$ cat config.mk
export PLATFORM = sky130hd
export DESIGN_NAME = replay_cache_with_expiry
export DESIGN_NICKNAME = d
export VERILOG_FILES = /design/src/rtl/rcwe_pkg.sv /design/src/rtl/rcwe_ctrl.sv /design/src/rtl/rcwe_dp.sv /design/src/rtl/replay_cache_with_expiry.sv
export SDC_FILE = /design/constraint.sdc
export NUM_CORES = 2
export LEC_CHECK = 0
export BUFFER_PORTS_ARGS = -buffer_cell sky130_fd_sc_hd__buf_4
export CORE_AREA = 2 2 418 420
export CTS_BUF_LIST = sky130_fd_sc_hd__clkbuf_16
export DETAILED_ROUTE_END_ITERATION = 8
export DIE_AREA = 0 0 420 422
export PLACE_DENSITY = 0.85
export SLEW_MARGIN = 20
export SYNTH_ARGS = -nofsm -noshare
export SYNTH_HDL_FRONTEND = slang
export SYNTH_SLANG_ARGS = --single-unit
$ cat constraint.sdc
create_clock -name clk -period 11.7 [get_ports clk]
set_input_delay 2.34 -clock clk [delete_from_list [all_inputs] [get_ports clk]]
set_output_delay 2.34 -clock clk [all_outputs]
set_load 0.01 [all_outputs]
$ cat src/rtl/rcwe_pkg.sv
`default_nettype none

package rcwe_pkg;

    // Configuration port
    localparam int CFG_DATA_W = 32;
    localparam int CFG_IDX_W  = 1;

    // Register indexes
    localparam logic [CFG_IDX_W-1:0] CFG_ENTRIES  = 1'b0;
    localparam logic [CFG_IDX_W-1:0] CFG_LIFETIME = 1'b1;

    // Register reset values
    localparam logic [4:0]  DEFAULT_ENTRIES  = 5'd8;
    localparam logic [31:0] DEFAULT_LIFETIME = 32'd60000;

    // Operation codes
    localparam logic OP_LOOKUP = 1'b0;
    localparam logic OP_COMMIT = 1'b1;

    // Width of the slot number on the result
    localparam int SLOT_W = 4;

    typedef struct packed {
        logic        opcode;
        logic [63:0] fingerprint_key;
        logic [63:0] now_ms;
        logic        store;
        logic [15:0] reply_length;
    } req_t;

    typedef struct packed {
        logic              hit;
        logic [SLOT_W-1:0] slot_index;
        logic [15:0]       stored_length;
    } rsp_t;

    // Controller to datapath
    typedef struct packed {
        logic accept;
        logic scan;
        logic finish_lookup;
        logic commit;
    } cmd_t;

    // Datapath to controller
    typedef struct packed {
        logic scan_end;
    } status_t;

    typedef enum logic [1:0] {
        ST_IDLE,
        ST_SCAN,
        ST_COMMIT
    } state_t;

endpackage

`default_nettype wire

$ cat src/rtl/rcwe_ctrl.sv
`default_nettype none

module rcwe_ctrl (
    input  wire logic              clk,
    input  wire logic              rst_n,
    input  wire logic              start,
    input  wire logic              opcode,
    input  wire rcwe_pkg::status_t status,
    output rcwe_pkg::cmd_t         cmd,
    output logic                   busy
);
    import rcwe_pkg::*;

    state_t state_reg;
    state_t state_next;

    // State register
    always_ff @(posedge clk or negedge rst_n)
    begin
        if (!rst_n)
        begin
            state_reg <= ST_IDLE;
        end
        else
        begin
            state_reg <= state_next;
        end
    end

    // Next state and commands
    always_comb
    begin
        state_next = state_reg;
        cmd        = '0;
        case (state_reg)
            ST_IDLE:
            begin
                if (start)
                begin
                    cmd.accept = 1'b1;
                    state_next = (opcode == OP_COMMIT) ? ST_COMMIT : ST_SCAN;
                end
            end
            ST_SCAN:
            begin
                cmd.scan = 1'b1;
                if (status.scan_end)
                begin
                    cmd.finish_lookup = 1'b1;
                    state_next        = ST_IDLE;
                end
            end
            ST_COMMIT:
            begin
                cmd.commit = 1'b1;
                state_next = ST_IDLE;
            end
            default:
            begin
                state_next = ST_IDLE;
            end
        endcase
    end

    assign busy = (state_reg != ST_IDLE);

endmodule

`default_nettype wire

$ cat src/rtl/rcwe_dp.sv
`default_nettype none

module rcwe_dp #(
    parameter int MAX_ENTRIES = 16
) (
    input  wire logic                                clk,
    input  wire logic                                rst_n,
    input  wire logic                                cfg_write,
    input  wire logic [rcwe_pkg::CFG_IDX_W-1:0]      cfg_index,
    input  wire logic [rcwe_pkg::CFG_DATA_W-1:0]     cfg_data,
    input  wire rcwe_pkg::req_t                      request,
    input  wire rcwe_pkg::cmd_t                      cmd,
    output rcwe_pkg::status_t                        status,
    output rcwe_pkg::rsp_t                           result,
    output logic                                     done
);
    import rcwe_pkg::*;

    localparam int IDX_W = (MAX_ENTRIES > 1) ? $clog2(MAX_ENTRIES) : 1;
    localparam int CNT_W = $clog2(MAX_ENTRIES + 1);

    // Configuration registers
    logic [4:0]             entries_reg;
    logic [31:0]            lifetime_reg;

    // Captured transaction
    req_t                   req_reg;

    // Slot store
    logic [63:0]            fp_mem  [MAX_ENTRIES];
    logic [63:0]            exp_mem [MAX_ENTRIES];
    logic [15:0]            len_mem [MAX_ENTRIES];
    logic [MAX_ENTRIES-1:0] valid_reg;
    logic [MAX_ENTRIES-1:0] valid_next;
    logic [IDX_W-1:0]       ptr_reg;

    // Scan pipeline: read stage then check stage
    logic [CNT_W-1:0]       issue_reg;
    logic                   chk_vld_reg;
    logic [IDX_W-1:0]       chk_idx_reg;
    logic [63:0]            rd_fp_reg;
    logic [63:0]            rd_exp_reg;
    logic [15:0]            rd_len_reg;

    // Result
    rsp_t                   result_reg;
    rsp_t                   result_next;
    logic                   done_reg;

    logic [CNT_W-1:0]       active_n;
    logic [IDX_W-1:0]       slot_sel;
    logic [CNT_W-1:0]       slot_inc;
    logic [IDX_W-1:0]       ptr_adv;
    logic [63:0]            new_expiry;
    logic [IDX_W-1:0]       rd_addr;
    logic                   issue_vld;
    logic                   cur_valid;
    logic                   expired;
    logic                   match;
    logic                   last;

    // Configuration writes
    always_ff @(posedge clk or negedge rst_n)
    begin
        if (!rst_n)
        begin
            entries_reg  <= DEFAULT_ENTRIES;
            lifetime_reg <= DEFAULT_LIFETIME;
        end
        else if (cfg_write)
        begin
            case (cfg_index)
                CFG_ENTRIES:  entries_reg  <= cfg_data[4:0];
                CFG_LIFETIME: lifetime_reg <= cfg_data;
                default:      ;
            endcase
        end
    end

    // Transaction capture
    always_ff @(posedge clk)
    begin
        if (cmd.accept)
        begin
            req_reg <= request;
        end
    end

    // Slots in use: zero means the default count, capped at the store depth
    always_comb
    begin
        int n_int;
        n_int = (entries_reg == '0) ? int'(DEFAULT_ENTRIES) : int'(entries_reg);
        if (n_int > MAX_ENTRIES)
        begin
            n_int = MAX_ENTRIES;
        end
        active_n = CNT_W'(n_int);
    end

    // Round-robin slot for a commit
    always_comb
    begin
        slot_sel = (CNT_W'(ptr_reg) >= active_n) ? '0 : ptr_reg;
        slot_inc = CNT_W'(slot_sel) + CNT_W'(1);
        ptr_adv  = (slot_inc >= active_n) ? '0 : IDX_W'(slot_inc);
    end

    assign new_expiry = req_reg.now_ms + {32'd0, lifetime_reg};

    // Slot store write
    always_ff @(posedge clk)
    begin
        if (cmd.commit && req_reg.store)
        begin
            fp_mem[slot_sel]  <= req_reg.fingerprint_key;
            exp_mem[slot_sel] <= new_expiry;
            len_mem[slot_sel] <= req_reg.reply_length;
        end
    end

    // Slot store read, one slot a cycle
    assign rd_addr   = issue_reg[IDX_W-1:0];
    assign issue_vld = (issue_reg < active_n);

    always_ff @(posedge clk)
    begin
        rd_fp_reg  <= fp_mem[rd_addr];
        rd_exp_reg <= exp_mem[rd_addr];
        rd_len_reg <= len_mem[rd_addr];
    end

    // Scan counters
    always_ff @(posedge clk or negedge rst_n)
    begin
        if (!rst_n)
        begin
            issue_reg   <= '0;
            chk_vld_reg <= 1'b0;
            chk_idx_reg <= '0;
        end
        else if (cmd.accept)
        begin
            issue_reg   <= '0;
            chk_vld_reg <= 1'b0;
        end
        else if (cmd.scan)
        begin
            if (issue_vld)
            begin
                issue_reg <= issue_reg + CNT_W'(1);
            end
            chk_vld_reg <= issue_vld;
            chk_idx_reg <= rd_addr;
        end
    end

    // Check stage: expiry and fingerprint compare
    always_comb
    begin
        cur_valid = valid_reg[chk_idx_reg];
        expired   = cur_valid && (rd_exp_reg <= req_reg.now_ms);
        match     = chk_vld_reg && cur_valid && !expired
                    && (rd_fp_reg == req_reg.fingerprint_key);
        last      = (CNT_W'(chk_idx_reg) == (active_n - CNT_W'(1)));
    end

    assign status.scan_end = chk_vld_reg && (match || last);

    // Valid bits: set or cleared on commit, cleared when found expired
    always_comb
    begin
        valid_next = valid_reg;
        if (cmd.commit)
        begin
            valid_next[slot_sel] = req_reg.store;
        end
        else if (cmd.scan && chk_vld_reg && expired)
        begin
            valid_next[chk_idx_reg] = 1'b0;
        end
    end

    always_ff @(posedge clk or negedge rst_n)
    begin
        if (!rst_n)
        begin
            valid_reg <= '0;
            ptr_reg   <= '0;
        end
        else
        begin
            valid_reg <= valid_next;
            if (cmd.commit)
            begin
                ptr_reg <= ptr_adv;
            end
        end
    end

    // Result formation
    always_comb
    begin
        result_next = '0;
        if (cmd.commit)
        begin
            result_next.slot_index = SLOT_W'(slot_sel);
        end
        else if (match)
        begin
            result_next.hit           = 1'b1;
            result_next.slot_index    = SLOT_W'(chk_idx_reg);
            result_next.stored_length = rd_len_reg;
        end
    end

    always_ff @(posedge clk)
    begin
        if (cmd.finish_lookup || cmd.commit)
        begin
            result_reg <= result_next;
        end
    end

    always_ff @(posedge clk or negedge rst_n)
    begin
        if (!rst_n)
        begin
            done_reg <= 1'b0;
        end
        else
        begin
            done_reg <= cmd.finish_lookup || cmd.commit;
        end
    end

    assign result = result_reg;
    assign done   = done_reg;

endmodule

`default_nettype wire

$ cat src/rtl/replay_cache_with_expiry.sv
`default_nettype none

// Duplicate-request cache with per-entry expiry. A transaction is taken when
// start is high and busy is low; its result appears on result for exactly one
// cycle with done high, and must be captured then. A commit goes from
// acceptance through the commit state, which writes the slot, back to idle
// as done rises. A lookup reads one slot per cycle from the slot memory and
// compares it in the following cycle, stopping at the last slot in use or
// earlier when a match stops the scan; busy drops as done rises.
// Configuration writes are taken at any time but should only be made while
// busy is low. No clearing pass is needed after reset.
module replay_cache_with_expiry #(
    parameter int MAX_ENTRIES = 16
) (
    input  wire logic                                clk,
    input  wire logic                                rst_n,
    input  wire logic                                cfg_write,
    input  wire logic [rcwe_pkg::CFG_IDX_W-1:0]      cfg_index,
    input  wire logic [rcwe_pkg::CFG_DATA_W-1:0]     cfg_data,
    input  wire logic                                start,
    input  wire rcwe_pkg::req_t                      request,
    output logic                                     busy,
    output rcwe_pkg::rsp_t                           result,
    output logic                                     done
);
    import rcwe_pkg::*;

    cmd_t    cmd;
    status_t status;

    // Sequencer
    rcwe_ctrl u_ctrl (
        .clk    (clk),
        .rst_n  (rst_n),
        .start  (start),
        .opcode (request.opcode),
        .status (status),
        .cmd    (cmd),
        .busy   (busy)
    );

    // Slot store, scan and commit logic
    rcwe_dp #(
        .MAX_ENTRIES (MAX_ENTRIES)
    ) u_dp (
        .clk       (clk),
        .rst_n     (rst_n),
        .cfg_write (cfg_write),
        .cfg_index (cfg_index),
        .cfg_data  (cfg_data),
        .request   (request),
        .cmd       (cmd),
        .status    (status),
        .result    (result),
        .done      (done)
    );

    // A commit accepted while idle always completes with a done strobe
    assert property (@(posedge clk) disable iff (!rst_n)
        (start && !busy && (request.opcode == OP_COMMIT)) |-> ##2 done)
        else $error("commit did not complete in two cycles");

    // Misses and commits carry no stored length
    assert property (@(posedge clk) disable iff (!rst_n)
        (done && !result.hit) |-> (result.stored_length == '0))
        else $error("stored length set without a hit");

    // A result only follows a cycle in which a transaction was in progress
    assert property (@(posedge clk) disable iff (!rst_n)
        done |-> $past(busy))
        else $error("result strobe without a transaction in progress");

    // Completion commands are only issued while a transaction is in progress
    assert property (@(posedge clk) disable iff (!rst_n)
        (cmd.finish_lookup || cmd.commit) |-> busy)
        else $error("completion command while idle");

endmodule

`default_nettype wire
# Yosys cells after proc, flatten, opt, wreduce, memory -nomap -nowiden
# Memories as Yosys holds them, arrays and structs flattened. A register that Yosys moved wholly into a read port is not among the register bits.
# Cells that the tools add are included.
[word_totals] register_bits=236 ramBits=2304 inputBits=183 output_inout_bits=23 word_cells=99 n_memories=3
[classes] n_addsub=4 order_cmp=9 n_eq_ne=6 n_mux=31 bitwise=5 reduce_logical=25
[memory_table] name="u_dp.exp_mem" depth=16 width=64 read_ports=1 rd_ports_with_merged_regs=1 wr=1 line="rcwe_dp.sv:31" rtl="logic [63:0] exp_mem [MAX_ENTRIES];"
[memory_table] name="u_dp.fp_mem" depth=16 width=64 read_ports=1 rd_ports_with_merged_regs=1 wr=1 line="rcwe_dp.sv:30" rtl="logic [63:0] fp_mem [MAX_ENTRIES];"
[memory_table] name="u_dp.len_mem" depth=16 width=16 read_ports=1 rd_ports_with_merged_regs=1 wr=1 line="rcwe_dp.sv:32" rtl="logic [15:0] len_mem [MAX_ENTRIES];"
[ops] op="adder 64 x 32 -> 64 bit" n=1
[ops] op="== test 64 bit" n=1
[ops] op="<= comparator 64 bit" n=1
[ops] op="greater-than comparator 32 x 6 -> 1 bit (second input constant)" n=1
[ops] op="2-to-1 mux 16 bit" n=2
[ops] op="2-to-1 mux 5 bit" n=5
[ops] op="2-to-1 mux 21 bit" n=1
[ops] op="bitwise AND 16 bit" n=1
[ops] op="bitwise mux 16 bit" n=1
[ops] op="inverter 16 bit" n=1
[ops] op="2-to-1 mux 4 bit" n=3
[ops] op="2-to-1 mux 1 bit" n=11
[ops] op="logical AND 1 bit" n=10
[ops] op="< comparator 4 x 5 -> 1 bit (second input constant)" n=2
[ops] op="AND reduction 2 bit" n=5
[ops] op="demux 1 bit (select 4 bit)" n=2
[ops] op=">= comparator 4 x 1 -> 1 bit (second input constant)" n=2
[ops] op="2-to-1 mux 2 bit" n=4
[ops] op="nonzero test 2 bit" n=4
[ops] op="adder 4 x 1 -> 5 bit (second input constant)" n=1
[ops] op="adder 5 x 1 -> 5 bit (second input constant)" n=1
[ops] op="== test 4 x 5 -> 1 bit" n=1
[ops] op=">= comparator 4 x 5 -> 1 bit" n=1
[ops] op=">= comparator 5 bit" n=1
[ops] op="13 further kinds" n=17

# Depth between registers and ports, before layout
[depth] word_depth=14 mapped_depth=20 depth_no_buf=20

# Cells and area by module
# From an unflattened synthesis, not the netlist that was laid out.
[hier_totals] hier_cells=5623 area_unflattened_um2=103978.5
[by_module_without_submodules] mod="rcwe_dp" n_inst=1 cells_each=5612 area_per_inst_um2=103849.6 seq_area_each_um2=78765.5
[by_module_without_submodules] mod="rcwe_ctrl" n_inst=1 cells_each=11 area_per_inst_um2=128.9 seq_area_each_um2=50.0

# Worst setup path before layout
# OpenSTA, ideal clock, no wires.
[synth_path] path_kind="register to register" from="register u_dp.entries_reg[4]" to="memory u_dp.exp_mem[3][0], enable pin" setup_ps=651 t_arrival_ps=8346 required_time_ps=11049 path_slack_ps=2704 path_stages_with_launch=15 n_path_buf=0 synth_period_minus_slack_ps=8996 cell_sequence="dfrtp_1 -> inv_1 -> nand2_1 -> inv_1 -> ha_1 -> nand2b_1 -> a21o_1 -> a21o_1 -> a21oi_1 -> or2_2 -> nand2_1 -> inv_1 -> ha_1 -> nand3_1 -> nor2_1"
[synth_between] elab_chain_len=6
[synth_rtl] item="start: declaration" line="rcwe_dp.sv:23" rtl="logic [4:0] entries_reg;"
[synth_rtl] item="start signal: assignment" line="rcwe_dp.sv:73" rtl="CFG_ENTRIES: entries_reg <= cfg_data[4:0];"
[synth_rtl] item="logical NOT 5 bit" line="rcwe_dp.sv:93" rtl="n_int = (entries_reg == '0) ? int'(DEFAULT_ENTRIES) : int'(entries_reg);"
[synth_rtl] item="2-to-1 mux 5 bit (*)" line="rcwe_dp.sv:93"
[synth_rtl] item="greater-than comparator 32 x 6 -> 1 bit" line="rcwe_dp.sv:94" rtl="if (n_int > MAX_ENTRIES)"
[synth_rtl] item="2-to-1 mux 5 bit (*)" line="rcwe_dp.sv:94"
[synth_rtl] item=">= comparator 4 x 5 -> 1 bit (*)" line="rcwe_dp.sv:104" rtl="slot_sel = (CNT_W'(ptr_reg) >= active_n) ? '0 : ptr_reg;"
[synth_rtl] item="2-to-1 mux 4 bit (*)" line="rcwe_dp.sv:104"
[synth_rtl] item="end: declaration" line="rcwe_dp.sv:31"
# Every way passes the cells marked *; elsewhere a longest branch is shown, timed or not.

# Final worst setup path
[layout_path] from="register u_dp.entries_reg[4]" to="memory u_dp.len_mem[5][11], enable pin"
[layout_between] elab_chain_len=6
[layout_rtl] item="logical NOT 5 bit" line="rcwe_dp.sv:93"
[layout_rtl] item="2-to-1 mux 5 bit (*)" line="rcwe_dp.sv:93"
[layout_rtl] item="greater-than comparator 32 x 6 -> 1 bit" line="rcwe_dp.sv:94"
[layout_rtl] item="2-to-1 mux 5 bit (*)" line="rcwe_dp.sv:94"
[layout_rtl] item=">= comparator 4 x 5 -> 1 bit (*)" line="rcwe_dp.sv:104"
[layout_rtl] item="2-to-1 mux 4 bit (*)" line="rcwe_dp.sv:104"
[layout_rtl] item="end: declaration" line="rcwe_dp.sv:32"
# Marks and branches as above.

==> run summary <==
The count of nets left with antenna violations once routing finished came out at 0. Fill cells in the final layout number about 9.6k. The count of unique library cells instantiated by Yosys is 74. The sequential group share of total power came out at around 46%. The total cell area at the placement stage came out at 107000 sq um. Based on the critical path, the design can be clocked at up to roughly 160 MHz. In the synthesized netlist, the number of instances is approximately 4.6k. The total power after layout came out at around 26000 uW. The CTS tree is built.

In this run switching power makes up 29.1% of total power. Relative to the synthesized area, the layout overhead comes to 12.2%. The normalized max-slew margin is 17.1%.

The run finished, with violations left. Counting every net in the synthesized netlist gives around 5k. The register clock-pin slew on the reported worst setup and hold paths came out at 0.06 ns. The placement row count came out at approximately 150.

Clock tree synthesis found a total of about 2.7k sinks. The detailed-routing iteration count for the pre-antenna-repair pass is 9. The transition at the pin with the smallest max-transition slack came out at between 1 and 1.5 ns. The proportion of power drawn by the clock network came out at about 30%. The design internal power is roughly 18000 uW. The checks that failed: DRC. The area of the placeable core is 173000 sq um.

The number of buffers added to fix hold violations after cts came out at 0. In this run the worst path has a maximum fanout of 45. The global routing stage identified its most utilized layer as met2. The tree is rooted in a sky130_fd_sc_hd__clkbuf_16. The cell area after technology mapping is about 100000 sq um. The first-pass GRT wire length is between 300 and 400 mm. The area of all placed cells without fillers is ~120000 sq um.

The residual overflow from global routing is 0. sky130_fd_sc_hd__edfxtp_1 is the most common cell in the netlist. The full die area came out at around 180000 sq um.

The number of buffers added for setup after CTS came out at 0. The kind of launch point of the worst setup path is a register. The I/O pin count came out at slightly above 200. The width of the die came out at between 400 and 500 um. The worst setup skew after layout is between 0.07 and 0.08 ns. The synthesized design spends more area on one cell type than any other, namely sky130_fd_sc_hd__edfxtp_1. The number of pins with negative max-slew slack in the final report came out at 0. For this run, the leading register cell type out of synthesis is sky130_fd_sc_hd__edfxtp_1. The share of cells above drive strength 1 came out at between 20% and 30%. The startpoint-to-endpoint class of the critical path is register to register.

Using the TritonRoute via totals, the vias-per-cell ratio works out to around 7. After legalization and detailed placement, the total HPWL measured 128 mm. The number of buffers added by the clock tree synthesis step is between 200 and 250. The number of synthesized flops with an enable pin is 2470. The number of max-cap violations came out at 0. In the final layout, the registers with the most flip-flops are u_dp.exp_mem x1024, u_dp.fp_mem x1024, u_dp.len_mem x256. The number of global-route vias before repair came to between 50k and 60k. The worst hold path belongs to the class register to register.

The share of the synthesized area in the top cell type came out at about 72%. The post-cts resize count came out at 0. The static leakage came out at roughly 0.038 uW.

For this block, the via count after detailed routing is between 50k and 60k. The share of the Yosys chip area taken by registers is roughly three quarters. Cells fill 66.8% of the core in the end. For the final routed database, the setup TNS stands at 0 ns.

By count the netlist is led by 2470 x sky130_fd_sc_hd__edfxtp_1, 724 x sky130_fd_sc_hd__mux4_2, 144 x sky130_fd_sc_hd__dfxtp_1. Yosys printed 0 warnings. The largest net degree at the start of global routing is 169. Input and output buffers added on the ports amount to 205. The met1 track utilization from global routing is 39.5%. The power density normalized to cell area is ~230 nW/um^2. The global-route usage over all layers came out at a little under a third. The critical path required time is 12.20 ns. The final hold violation count came to 0. The effective utilization at floorplan is approximately three fifths.

The y dimension of the die is between 400 and 500 um. The final RePlAce weighted congestion is 0.893. STA puts the critical path data arrival time at roughly 6.8 ns.

By area the synthesized netlist is led by sky130_fd_sc_hd__edfxtp_1 72%, sky130_fd_sc_hd__mux4_2 16%, sky130_fd_sc_hd__dfxtp_1 2.8%. The mean area per synthesized cell is about 22 sq um. The maximum buffer depth of the clock tree came out at 3. Setup violations remaining at the end of the flow were counted as 0. The number of antenna violations at the first check in global routing came to 10. The count of nets after finishing came out at 5252. The met3 layer usage reported by global route is 6.59%. The switching power summed over all nets is ~7600 uW.

The wire length reported by the detailed router is approximately 270 mm. The insertion delay to the later sink of the worst-skew pair is 0.91 ns. The met2 track demand over resource in global routing is 50.0%. In the final routed layout, each cell accounts on average for 36.0 um.

The share of flip-flops with an asynchronous set or reset after synthesis is 2.61%. The minimum clock period after layout came out at approximately 6.3 ns. Setup repair after global routing left no endpoint under its margin. In the finished design, the share of the clock period the worst path needs comes to around 53%. The detailed router finished its first iteration with 8494 violations.

The peak ir drop on the vdd network is about 0.24 mV. The count of unresolved DRC violations after routing came out at 34. The number of storage elements in the synthesis netlist is between 2k and 3k.

The worst setup path is captured at a register. The power share of the combinational group is between 20% and 30%. The H-tree generated during clock tree synthesis spans 4 levels.
[power groups by stage]
stage | clock (uW) | sequential, uW | combinational (uW)
floorplan | 0 | 11700 | 4600
global placement | 0 | 12000 | 5810
detailed placement | 0 | 12100 | 6020
CTS | 7710 | 11900 | 6310
global route | 8040 | 11900 | 6710
finish | 7670 | 11900 | 6420
[cell type report]
cell class	instances	area, sq um	area share (%)
multi-input cells	1644	23400	20.3
clock inverters	213	1590	1.38
diodes	2	5.00	0.00433
clock buffers	239	5980	5.18
well taps	2325	2910	2.52
inverters	102	390	0.338
flip-flops and latches	2684	78800	68.3
repair buffers	283	2310	2.00
[worst max-delay path, cell delays in order (launching register included)]
cell	delay (ns)
sky130_fd_sc_hd__dfrtp_1	0.46
sky130_fd_sc_hd__inv_1	0.21
sky130_fd_sc_hd__nand2_1	0.10
sky130_fd_sc_hd__inv_1	0.16
sky130_fd_sc_hd__ha_1	0.26
sky130_fd_sc_hd__nand2b_1	0.15
sky130_fd_sc_hd__a21o_1	0.18
sky130_fd_sc_hd__a21o_1	0.17
sky130_fd_sc_hd__a21oi_1	0.20
sky130_fd_sc_hd__or2_2	0.20
sky130_fd_sc_hd__nand2_1	0.16
sky130_fd_sc_hd__inv_1	0.17
sky130_fd_sc_hd__ha_1	0.22
sky130_fd_sc_hd__nand3_1	0.48
sky130_fd_sc_hd__nor2_4	0.96
sky130_fd_sc_hd__buf_4	0.84
sky130_fd_sc_hd__buf_4	0.82
[metrics by stage]
stage / worst slack [ns] / cells / hold slack (ns)
detailed placement: 5.90 / 7036 / 0.500
finish: 5.45 / 7492 / 0.518
global route: 5.37 / 7492 / 0.539
floorplan: 2.70 / 4629 / 0.464
global placement: 5.82 / 7032 / 0.492
CTS: 5.69 / 7488 / 0.515
[routing by layer]
layer,share of wire (%),vias up
met1,33,27113
met3,11,1068
met4,6.3,10
li1,-,20023
met5,0.024,-
met2,50,4715
[cell usage in the layout (no fill, tap or decap), types with 17 or more instances in the layout]
| master | instances |
|---|---|
| sky130_fd_sc_hd__a21oi_1 | 71 |
| sky130_fd_sc_hd__and3_1 | 25 |
| sky130_fd_sc_hd__buf_4 | 266 |
| sky130_fd_sc_hd__clkbuf_16 | 239 |
| sky130_fd_sc_hd__clkinv_1 | 51 |
| sky130_fd_sc_hd__clkinv_2 | 56 |
| sky130_fd_sc_hd__dfrtp_1 | 58 |
| sky130_fd_sc_hd__dfxtp_1 | 144 |
| sky130_fd_sc_hd__edfxtp_1 | 2470 |
| sky130_fd_sc_hd__ha_1 | 115 |
| sky130_fd_sc_hd__inv_1 | 167 |
| sky130_fd_sc_hd__mux2_2 | 35 |
| sky130_fd_sc_hd__mux4_2 | 724 |
| sky130_fd_sc_hd__nand2_1 | 91 |
| sky130_fd_sc_hd__nand2b_1 | 22 |
| sky130_fd_sc_hd__nand3_1 | 49 |
| sky130_fd_sc_hd__nand4_1 | 34 |
| sky130_fd_sc_hd__nor2_1 | 60 |
| sky130_fd_sc_hd__nor2b_1 | 28 |
| sky130_fd_sc_hd__nor3_1 | 19 |
| sky130_fd_sc_hd__nor4_1 | 23 |
| sky130_fd_sc_hd__o21ai_0 | 57 |
| sky130_fd_sc_hd__o221ai_1 | 17 |
| sky130_fd_sc_hd__xnor2_1 | 21 |
| sky130_fd_sc_hd__xnor2_2 | 47 |
| sky130_fd_sc_hd__xor2_1 | 33 |
[final timing paths]
check	to	slack, ns	cells past startpoint	from
max reg2reg	u_dp.len_mem[5][11]	5.45	16	u_dp.entries_reg[4]
max	u_dp.len_mem[5][11]	5.45	16	u_dp.entries_reg[4]
max in group asynchronous	u_dp.issue_reg[3]	9.18	2	rst_n
min reg2reg	u_dp.lifetime_reg[7]	0.52	1	u_dp.lifetime_reg[7]
min in group asynchronous	u_dp.lifetime_reg[27]	1.38	1	rst_n
min	u_dp.lifetime_reg[7]	0.52	1	u_dp.lifetime_reg[7]
[cells by family after synthesis]
logic type	Yosys count	share of synthesized area [%]
flip-flops	2684	76.6
multiplexers	761	16.3
AND/OR/NAND/NOR	408	2.11
buffers and inverters	301	1.13
AO/OA/AOI/OAI	253	1.57
adder cells (fa/ha/maj)	116	1.42
XOR/XNOR	106	0.902
No activity file was read; power rests on OpenSTA's default activity.
